<file path="src/hdl/room_placement_overlap_filter_unit_assert.svh">
// Assertion macros for the room placement overlap filter.
`ifndef ROOM_PLACEMENT_OVERLAP_FILTER_UNIT_ASSERT_SVH
`define ROOM_PLACEMENT_OVERLAP_FILTER_UNIT_ASSERT_SVH

// Same-cycle implication, disabled during reset.
`define RPOF_ASSERT_IMP(label, ante, cons) \
    label: assert property (@(posedge i_clk) disable iff (!i_rst_n) (ante) |-> (cons)) \
        else $error("rpof assertion failed");

// Next-cycle implication, disabled during reset.
`define RPOF_ASSERT_NXT(label, ante, cons) \
    label: assert property (@(posedge i_clk) disable iff (!i_rst_n) (ante) |=> (cons)) \
        else $error("rpof assertion failed");

`endif

</file>
<file path="src/hdl/rpof_pkg.sv">
// Shared types and constants for the room placement overlap filter.
package rpof_pkg;

    localparam int COORD_BITS    = 10;
    localparam int LEVEL_BITS    = 4;
    localparam int MAX_ROOMS_DEF = 64;
    localparam int CNT_OUT_W     = 7;
    localparam int GAP           = 2;

    typedef struct packed {
        logic [COORD_BITS-1:0] cand_x;
        logic [COORD_BITS-1:0] cand_y;
        logic [LEVEL_BITS-1:0] cand_level;
        logic [COORD_BITS-1:0] cand_width;
        logic [COORD_BITS-1:0] cand_height;
    } t_in;

    typedef struct packed {
        logic                 accepted;
        logic                 table_full;
        logic [CNT_OUT_W-1:0] room_count;
    } t_out;

endpackage

</file>
<file path="src/hdl/rpof_table.sv">
// Room table memory: one write port, one registered read port.
module rpof_table #(
    parameter int DEPTH = rpof_pkg::MAX_ROOMS_DEF,
    parameter int AW    = (DEPTH > 1) ? $clog2(DEPTH) : 1
) (
    input  logic          i_clk,
    input  logic          i_wr_en,
    input  logic [AW-1:0] i_wr_addr,
    input  rpof_pkg::t_in i_wr_data,
    input  logic          i_rd_en,
    input  logic [AW-1:0] i_rd_addr,
    output rpof_pkg::t_in o_rd_data
);

    rpof_pkg::t_in r_mem [DEPTH];
    rpof_pkg::t_in r_rd_data;

    always_ff @(posedge i_clk) begin
        if (i_wr_en) begin
            r_mem[i_wr_addr] <= i_wr_data;
        end
        if (i_rd_en) begin
            r_rd_data <= r_mem[i_rd_addr];
        end
    end

    assign o_rd_data = r_rd_data;

endmodule

</file>
<file path="src/hdl/rpof_touch.sv">
// Compare unit: does a stored room touch the candidate.
module rpof_touch (
    input  rpof_pkg::t_in i_cand,
    input  rpof_pkg::t_in i_room,
    output logic          o_hit
);

    localparam int SW = rpof_pkg::COORD_BITS + 2;

    // Sums are two bits wider than a coordinate, so they never wrap.
    function automatic logic spans_clash(
        input logic [rpof_pkg::COORD_BITS-1:0] a0,
        input logic [rpof_pkg::COORD_BITS-1:0] alen,
        input logic [rpof_pkg::COORD_BITS-1:0] b0,
        input logic [rpof_pkg::COORD_BITS-1:0] blen
    );
        logic [SW-1:0] a_end;
        logic [SW-1:0] b_end;
        a_end = SW'(a0) + SW'(alen) + SW'(rpof_pkg::GAP);
        b_end = SW'(b0) + SW'(blen) + SW'(rpof_pkg::GAP);
        return (SW'(a0) < b_end) && (SW'(b0) < a_end);
    endfunction

    assign o_hit = (i_cand.cand_level == i_room.cand_level)
        && spans_clash(i_cand.cand_x, i_cand.cand_width, i_room.cand_x, i_room.cand_width)
        && spans_clash(i_cand.cand_y, i_cand.cand_height, i_room.cand_y, i_room.cand_height);

endmodule

</file>
<file path="src/hdl/room_placement_overlap_filter_unit.sv">
// Each item is taken in idle, then a scan reads the N stored rooms one a cycle, then
// the result is registered once the output is free. An empty or full table skips the scan.
// Input ready returns with the result valid, so one item is handled at a time.
// Reset (synchronous, active low) clears the room count, sequencer and output valid.
// Table contents are not cleared; only entries below the count are ever read.
// Top level of the room placement overlap filter.
`include "room_placement_overlap_filter_unit_assert.svh"

module room_placement_overlap_filter_unit #(
    parameter int MAX_ROOMS = rpof_pkg::MAX_ROOMS_DEF
) (
    input  logic           i_clk,
    input  logic           i_rst_n,
    input  logic           i_in_valid,
    output logic           o_in_ready,
    input  rpof_pkg::t_in  i_in_data,
    output logic           o_out_valid,
    input  logic           i_out_ready,
    output rpof_pkg::t_out o_out_data
);

    localparam int AW = (MAX_ROOMS > 1) ? $clog2(MAX_ROOMS) : 1;
    localparam int CW = $clog2(MAX_ROOMS + 1);

    typedef enum logic [2:0] {
        S_IDLE   = 3'b001,
        S_SCAN   = 3'b010,
        S_FINISH = 3'b100
    } t_state;

    t_state         r_state, n_state;
    logic [CW-1:0]  r_count, n_count;
    logic [CW-1:0]  r_idx, n_idx;
    logic           r_rvld;
    logic           r_clash, n_clash;
    logic           r_full, n_full;
    logic           r_out_valid, n_out_valid;
    rpof_pkg::t_in  r_cand;
    rpof_pkg::t_out r_out;

    logic           w_issue;
    logic           w_hit;
    logic           w_out_free;
    logic           w_fin;
    logic           w_accept;
    logic           w_wr_en;
    rpof_pkg::t_in  w_rd_data;

    assign w_issue    = (r_state == S_SCAN) && (r_idx < r_count);
    assign w_out_free = !r_out_valid || i_out_ready;
    assign w_fin      = (r_state == S_FINISH) && w_out_free;
    assign w_accept   = !r_full && !r_clash;
    assign w_wr_en    = w_fin && w_accept;

    rpof_table #(
        .DEPTH(MAX_ROOMS),
        .AW   (AW)
    ) u_table (
        .i_clk    (i_clk),
        .i_wr_en  (w_wr_en),
        .i_wr_addr(r_count[AW-1:0]),
        .i_wr_data(r_cand),
        .i_rd_en  (w_issue),
        .i_rd_addr(r_idx[AW-1:0]),
        .o_rd_data(w_rd_data)
    );

    rpof_touch u_touch (
        .i_cand(r_cand),
        .i_room(w_rd_data),
        .o_hit (w_hit)
    );

    always_comb begin
        n_state     = r_state;
        n_count     = r_count;
        n_idx       = r_idx;
        n_clash     = r_clash;
        n_full      = r_full;
        n_out_valid = r_out_valid;
        if (i_out_ready) begin
            n_out_valid = 1'b0;
        end
        case (r_state)
            S_IDLE: begin
                if (i_in_valid) begin
                    n_idx   = '0;
                    n_clash = 1'b0;
                    n_full  = (r_count >= CW'(MAX_ROOMS));
                    if ((r_count >= CW'(MAX_ROOMS)) || (r_count == '0)) begin
                        n_state = S_FINISH;
                    end else begin
                        n_state = S_SCAN;
                    end
                end
            end
            S_SCAN: begin
                if (w_issue) begin
                    n_idx = r_idx + 1'b1;
                end
                if (r_rvld && w_hit) begin
                    n_clash = 1'b1;
                end
                // Advance once every entry is issued and the last compare is in.
                if (!w_issue && !r_rvld) begin
                    n_state = S_FINISH;
                end
            end
            S_FINISH: begin
                if (w_out_free) begin
                    n_out_valid = 1'b1;
                    n_state     = S_IDLE;
                    if (w_accept) begin
                        n_count = r_count + 1'b1;
                    end
                end
            end
            default: begin
                n_state = S_IDLE;
            end
        endcase
    end

    always_ff @(posedge i_clk) begin
        if (!i_rst_n) begin
            r_state     <= S_IDLE;
            r_count     <= '0;
            r_idx       <= '0;
            r_rvld      <= 1'b0;
            r_clash     <= 1'b0;
            r_full      <= 1'b0;
            r_out_valid <= 1'b0;
        end else begin
            r_state     <= n_state;
            r_count     <= n_count;
            r_idx       <= n_idx;
            r_rvld      <= w_issue;
            r_clash     <= n_clash;
            r_full      <= n_full;
            r_out_valid <= n_out_valid;
        end
    end

    always_ff @(posedge i_clk) begin
        if ((r_state == S_IDLE) && i_in_valid) begin
            r_cand <= i_in_data;
        end
        if (w_fin) begin
            r_out.accepted   <= w_accept;
            r_out.table_full <= r_full;
            r_out.room_count <= rpof_pkg::CNT_OUT_W'(n_count);
        end
    end

    assign o_in_ready  = (r_state == S_IDLE);
    assign o_out_valid = r_out_valid;
    assign o_out_data  = r_out;

    `RPOF_ASSERT_IMP(a_count_max, 1'b1, r_count <= CW'(MAX_ROOMS))
    `RPOF_ASSERT_IMP(a_flags_excl, o_out_valid, !(o_out_data.accepted && o_out_data.table_full))
    `RPOF_ASSERT_NXT(a_count_step, w_wr_en, r_count == CW'($past(r_count) + 1'b1))
    `RPOF_ASSERT_IMP(a_full_no_write, w_fin && r_full, !w_wr_en)

endmodule
</file>
<file path="config.mk">
export PLATFORM = sky130hd
export DESIGN_NAME = room_placement_overlap_filter_unit
export DESIGN_NICKNAME = d
export VERILOG_FILES = /design/src/hdl/rpof_pkg.sv /design/src/hdl/rpof_table.sv /design/src/hdl/rpof_touch.sv /design/src/hdl/room_placement_overlap_filter_unit.sv
export VERILOG_INCLUDE_DIRS = /design/src /design/src/hdl
export SDC_FILE = /design/constraint.sdc
export NUM_CORES = 2
export LEC_CHECK = 0
export ABC_AREA = 0
export BUFFER_PORTS_ARGS = -buffer_cell sky130_fd_sc_hd__buf_2
export CELL_PAD_IN_SITES_DETAIL_PLACEMENT = 1
export CELL_PAD_IN_SITES_GLOBAL_PLACEMENT = 2
export CORE_MARGIN = 5
export CORE_UTILIZATION = 40
export CTS_BUF_LIST = sky130_fd_sc_hd__clkbuf_8
export DETAILED_ROUTE_END_ITERATION = 10
export PLACE_DENSITY_LB_ADDON = 0.1
export SYNTH_ARGS = -nofsm -noshare
export SYNTH_HDL_FRONTEND = slang
export SYNTH_SLANG_ARGS = --single-unit
</file>
<file path="constraint.sdc">
create_clock -name i_clk -period 5.4 [get_ports i_clk]
set_clock_uncertainty 0.05 [all_clocks]
set_input_delay 1.08 -clock i_clk [delete_from_list [all_inputs] [get_ports i_clk]]
set_output_delay 1.08 -clock i_clk [all_outputs]
set_load 0.1 [all_outputs]
</file>
==> metrics.md <==
| Metric | Value |
|---|---|
| Outcome | `finished clean` |
| DR vias | `55190` |
| Setup crit end kind | `register` |
| TritonCTS Sinks | `2934` |
| Wirelength, routed | `approximately 360 mm` |
| Maximum fanout along the worst path | `4` |
| Max cap viols | `0` |
| Hold Path Class | `input port to register` |
| Hold Crit Start | `i_in_data[39]` |
| Period utilisation layout | `82.87%` |
| Peak supply drop | `about 0.00021 V` |
| Top-count cell post-synth | `edfxtp_1` |
| Layout Nets | `5452` |
| Core Region | `0.2828 mm²` |
| Grt total ovfl | `0` |
| Worst hold path depth | `1` |
| Seq cells post-synth | `2934` |
| Largest net degree at the start of global routing | `115` |
| Post-synth top area cell | `edfxtp_1` |
| PD cells | `347.4 mW/mm²` |
| CTS Buffer Depth | `4` |
| CP Launch Type | `register` |
| Initial antenna violation count | `29` |
| Vias in the first global route | `roughly 60000` |
| Worst-Margin Slew | `1.144 ns` |
| Remaining antenna violation count | `0` |
| Post-cts resize count | `0` |
| Pins over their slew limit | `0` |
| Sum of negative setup slack | `0 ns` |
| H-tree depth | `6` |
| Ports | `59` |
| Pleak | `39.65 nW` |
| Kind of critical path | `register to register` |
| Drt wl/cell | `38.40 µm` |
| Die area | `between 0.2 and 0.3 mm²` |
| R2r setup slk | `0.93 ns` |
| Setup violations, final | `0` |
| CTS clk-pin slew, worst paths | `0.06 ns` |
| Layout cells sized above 1 | `33.91%` |
| Gate Count Post-Synth | `4692` |
| R2r endpoint | `r_clash` |
| Die X | `543.4 µm` |
| Post-synth top area share | `76.85%` |
| Syn nets | `~4800` |
| Post-DP HPWL | `202.7 mm` |
| Minimum clock period | `4.475 ns` |
| Highest Clock Rate | `approximately 0.22 GHz` |
| Starting density of the core | `around two fifths` |
| Root Driver | `clkbuf_8` |
| Drt first pass iters | `6` |
| RR Startpoint | `r_cand[10]` |
| Final Cell Area | `0.1304 mm²` |
| Sequential fraction of the synthesis area | `77.22%` |
| Synthesis-to-finish area growth | `14.54%` |
| Count of cell types in the netlist | `61` |
| Clk_lat worst skew | `~1.2 ns` |
| Post-Syn Area | `approximately 0.11 mm²` |
| Placement Cell Area | `0.1210 mm²` |
| FFs w/ async S/R, synth | `0%` |
| Vias per std cell | `5.847` |
| Worst Path Arrival | `roughly 5.4 ns` |
| Syn Area/Cell | `24.26 µm²` |
| RSZ-0062 raised after global routing | `false` |
| CTS tree | `built` |
| GRT Total Usage | `24.48%` |
| CTS buffer count | `518` |
| Synth top cells by count | `edfxtp_1, mux4_2, clkbuf_1` |
| Port Buf Inserts | `58` |
| Required time worst endpoint | `around 6.4 ns` |
| First-pass GRT wire length | `494.7 mm` |
| Yosys warning total | `0` |
| WHS Endpoint | `r_cand[39]` |
| Final hold violations | `0` |
| Ys flop type | `edfxtp_1` |
| EDFF count, synth | `between 2000 and 3000` |
| Row count | `195` |
| Reg2Reg Depth | `16` |
| Rel. slew slack | `about a quarter` |
| GP Congestion | `0.7951` |
| Die height | `between 500 and 600 µm` |
| Area contributors post-synth | `edfxtp_1, mux4_2, ha_1` |
| # DRC | `0` |
| Initial detailed-routing violation count | `6509` |
per-layer routing:
metal / vias to the layer above / global-route usage [%] / wire length, µm
met4: 4 / 6.497 / 9512
met5: - / 0 / 20
met3: 505 / 3.847 / 21090
met1: 30890 / 34.08 / 152200
li1: 21700 / - / -
met2: 2088 / 40.58 / 179700
logic make-up (layout without fill, tap and decap cells):
group | after synthesis | in the layout | share of synthesized area (%)
adder cells (fa/ha/maj) | 93 | 93 | 1.049
buffers and inverters | 241 | 1234 | 0.8772
flip-flops | 2934 | 2934 | 77.22
multiplexers | 931 | 931 | 18.35
other | 0 | 11 | 0
AND/OR/NAND/NOR | 278 | 278 | 1.144
AO/OA/AOI/OAI | 159 | 159 | 0.9344
XOR/XNOR | 56 | 56 | 0.4309
repair_timing:
action,in CTS,in global routing
hold buffers,12,0
hold endpoints to repair,12,0
setup buffers,0,0
area by class of cell:
type	instances	area, µm²
Fill cell	25190	152400
Sequential cell	2934	87920
Multi-Input combinational cell	1517	25420
Clock buffer	527	7253
Tap cell	3743	4683
Timing Repair Buffer	317	3028
Clock inverter	367	1966
Inverter	23	90.09
Antenna cell	11	27.53
placed cells by master (no fill, tap or decap), drive strengths merged, types with 24 or more instances in the layout:
master  count
edfxtp   2913
mux4      924
clkbuf    527
buf       305
inv       208
clkinv    160
nor2      111
ha         89
nand2      49
o21ai      40
a21oi      36
xnor2      32
nand3      32
xor2       24
flip-flops by register name, indices dropped and copies added (netlist names):
register,count
r_full,1
r_clash,1
r_cand,44
r_idx,7
r_count,7
u_table.r_mem,2816
u_table.o_rd_data,44
r_state,3
o_out_valid,1
o_out_data,9
r_rvld,1
worst max-delay path by stage:
stage | slack (ns) | depth (start not counted) | start | to
finish | 0.93 | 16 | r_cand[10] | r_clash
global placement | 0.96 | 16 | r_cand[10] | r_clash
detailed placement | 0.97 | 16 | r_cand[10] | r_clash
CTS | 0.92 | 16 | r_cand[10] | r_clash
floorplan | 0.64 | 6 | i_out_ready | u_table.r_mem[63][0]
global route | 0.60 | 16 | r_cand[10] | r_clash
power by group:
group | leakage [nW] | internal, mW | switching (mW)
registers | 26.4 | 25.3 | 0.0450
logic | 8.03 | 0.258 | 0.894
clock network | 5.26 | 9.51 | 9.31
total | 39.7 | 35.0 | 10.2
worst max-delay path, cell delays in order, from the launching register on:
cell and delay [ns]:
edfxtp_1 0.41, ha_1 0.26, fa_1 0.43, a21o_1 0.19, a21oi_1 0.27, o21ai_0 0.16
o41ai_1 0.71, xnor2_1 0.24, nand3_1 0.13, xnor2_1 0.15, ha_1 0.22, nor3_1 0.16
o21ai_0 0.12, o22a_1 0.22, o211ai_1 0.10, mux2i_1 0.16, o41ai_1 0.36
metrics by stage:
step / util (%) / instances / setup slack, ns / total power, mW / hold slack (ns)
2_1_floorplan: - / 4692 / 0.6363 / 26.41 / 0.3708
3_3_place_gp: 42.79 / 8522 / 0.9640 / 26.91 / 0.4181
3_5_place_dp: 42.79 / 8522 / 0.9702 / 26.95 / 0.4287
4_1_cts: 46.10 / 9428 / 0.9220 / 45.83 / 0.01054
5_1_grt: 46.11 / 9439 / 0.5969 / 47.02 / 0.03735
6_report: 46.11 / 9439 / 0.9252 / 45.29 / 0.1190
Note: power is estimated with default switching activity, not from simulation.
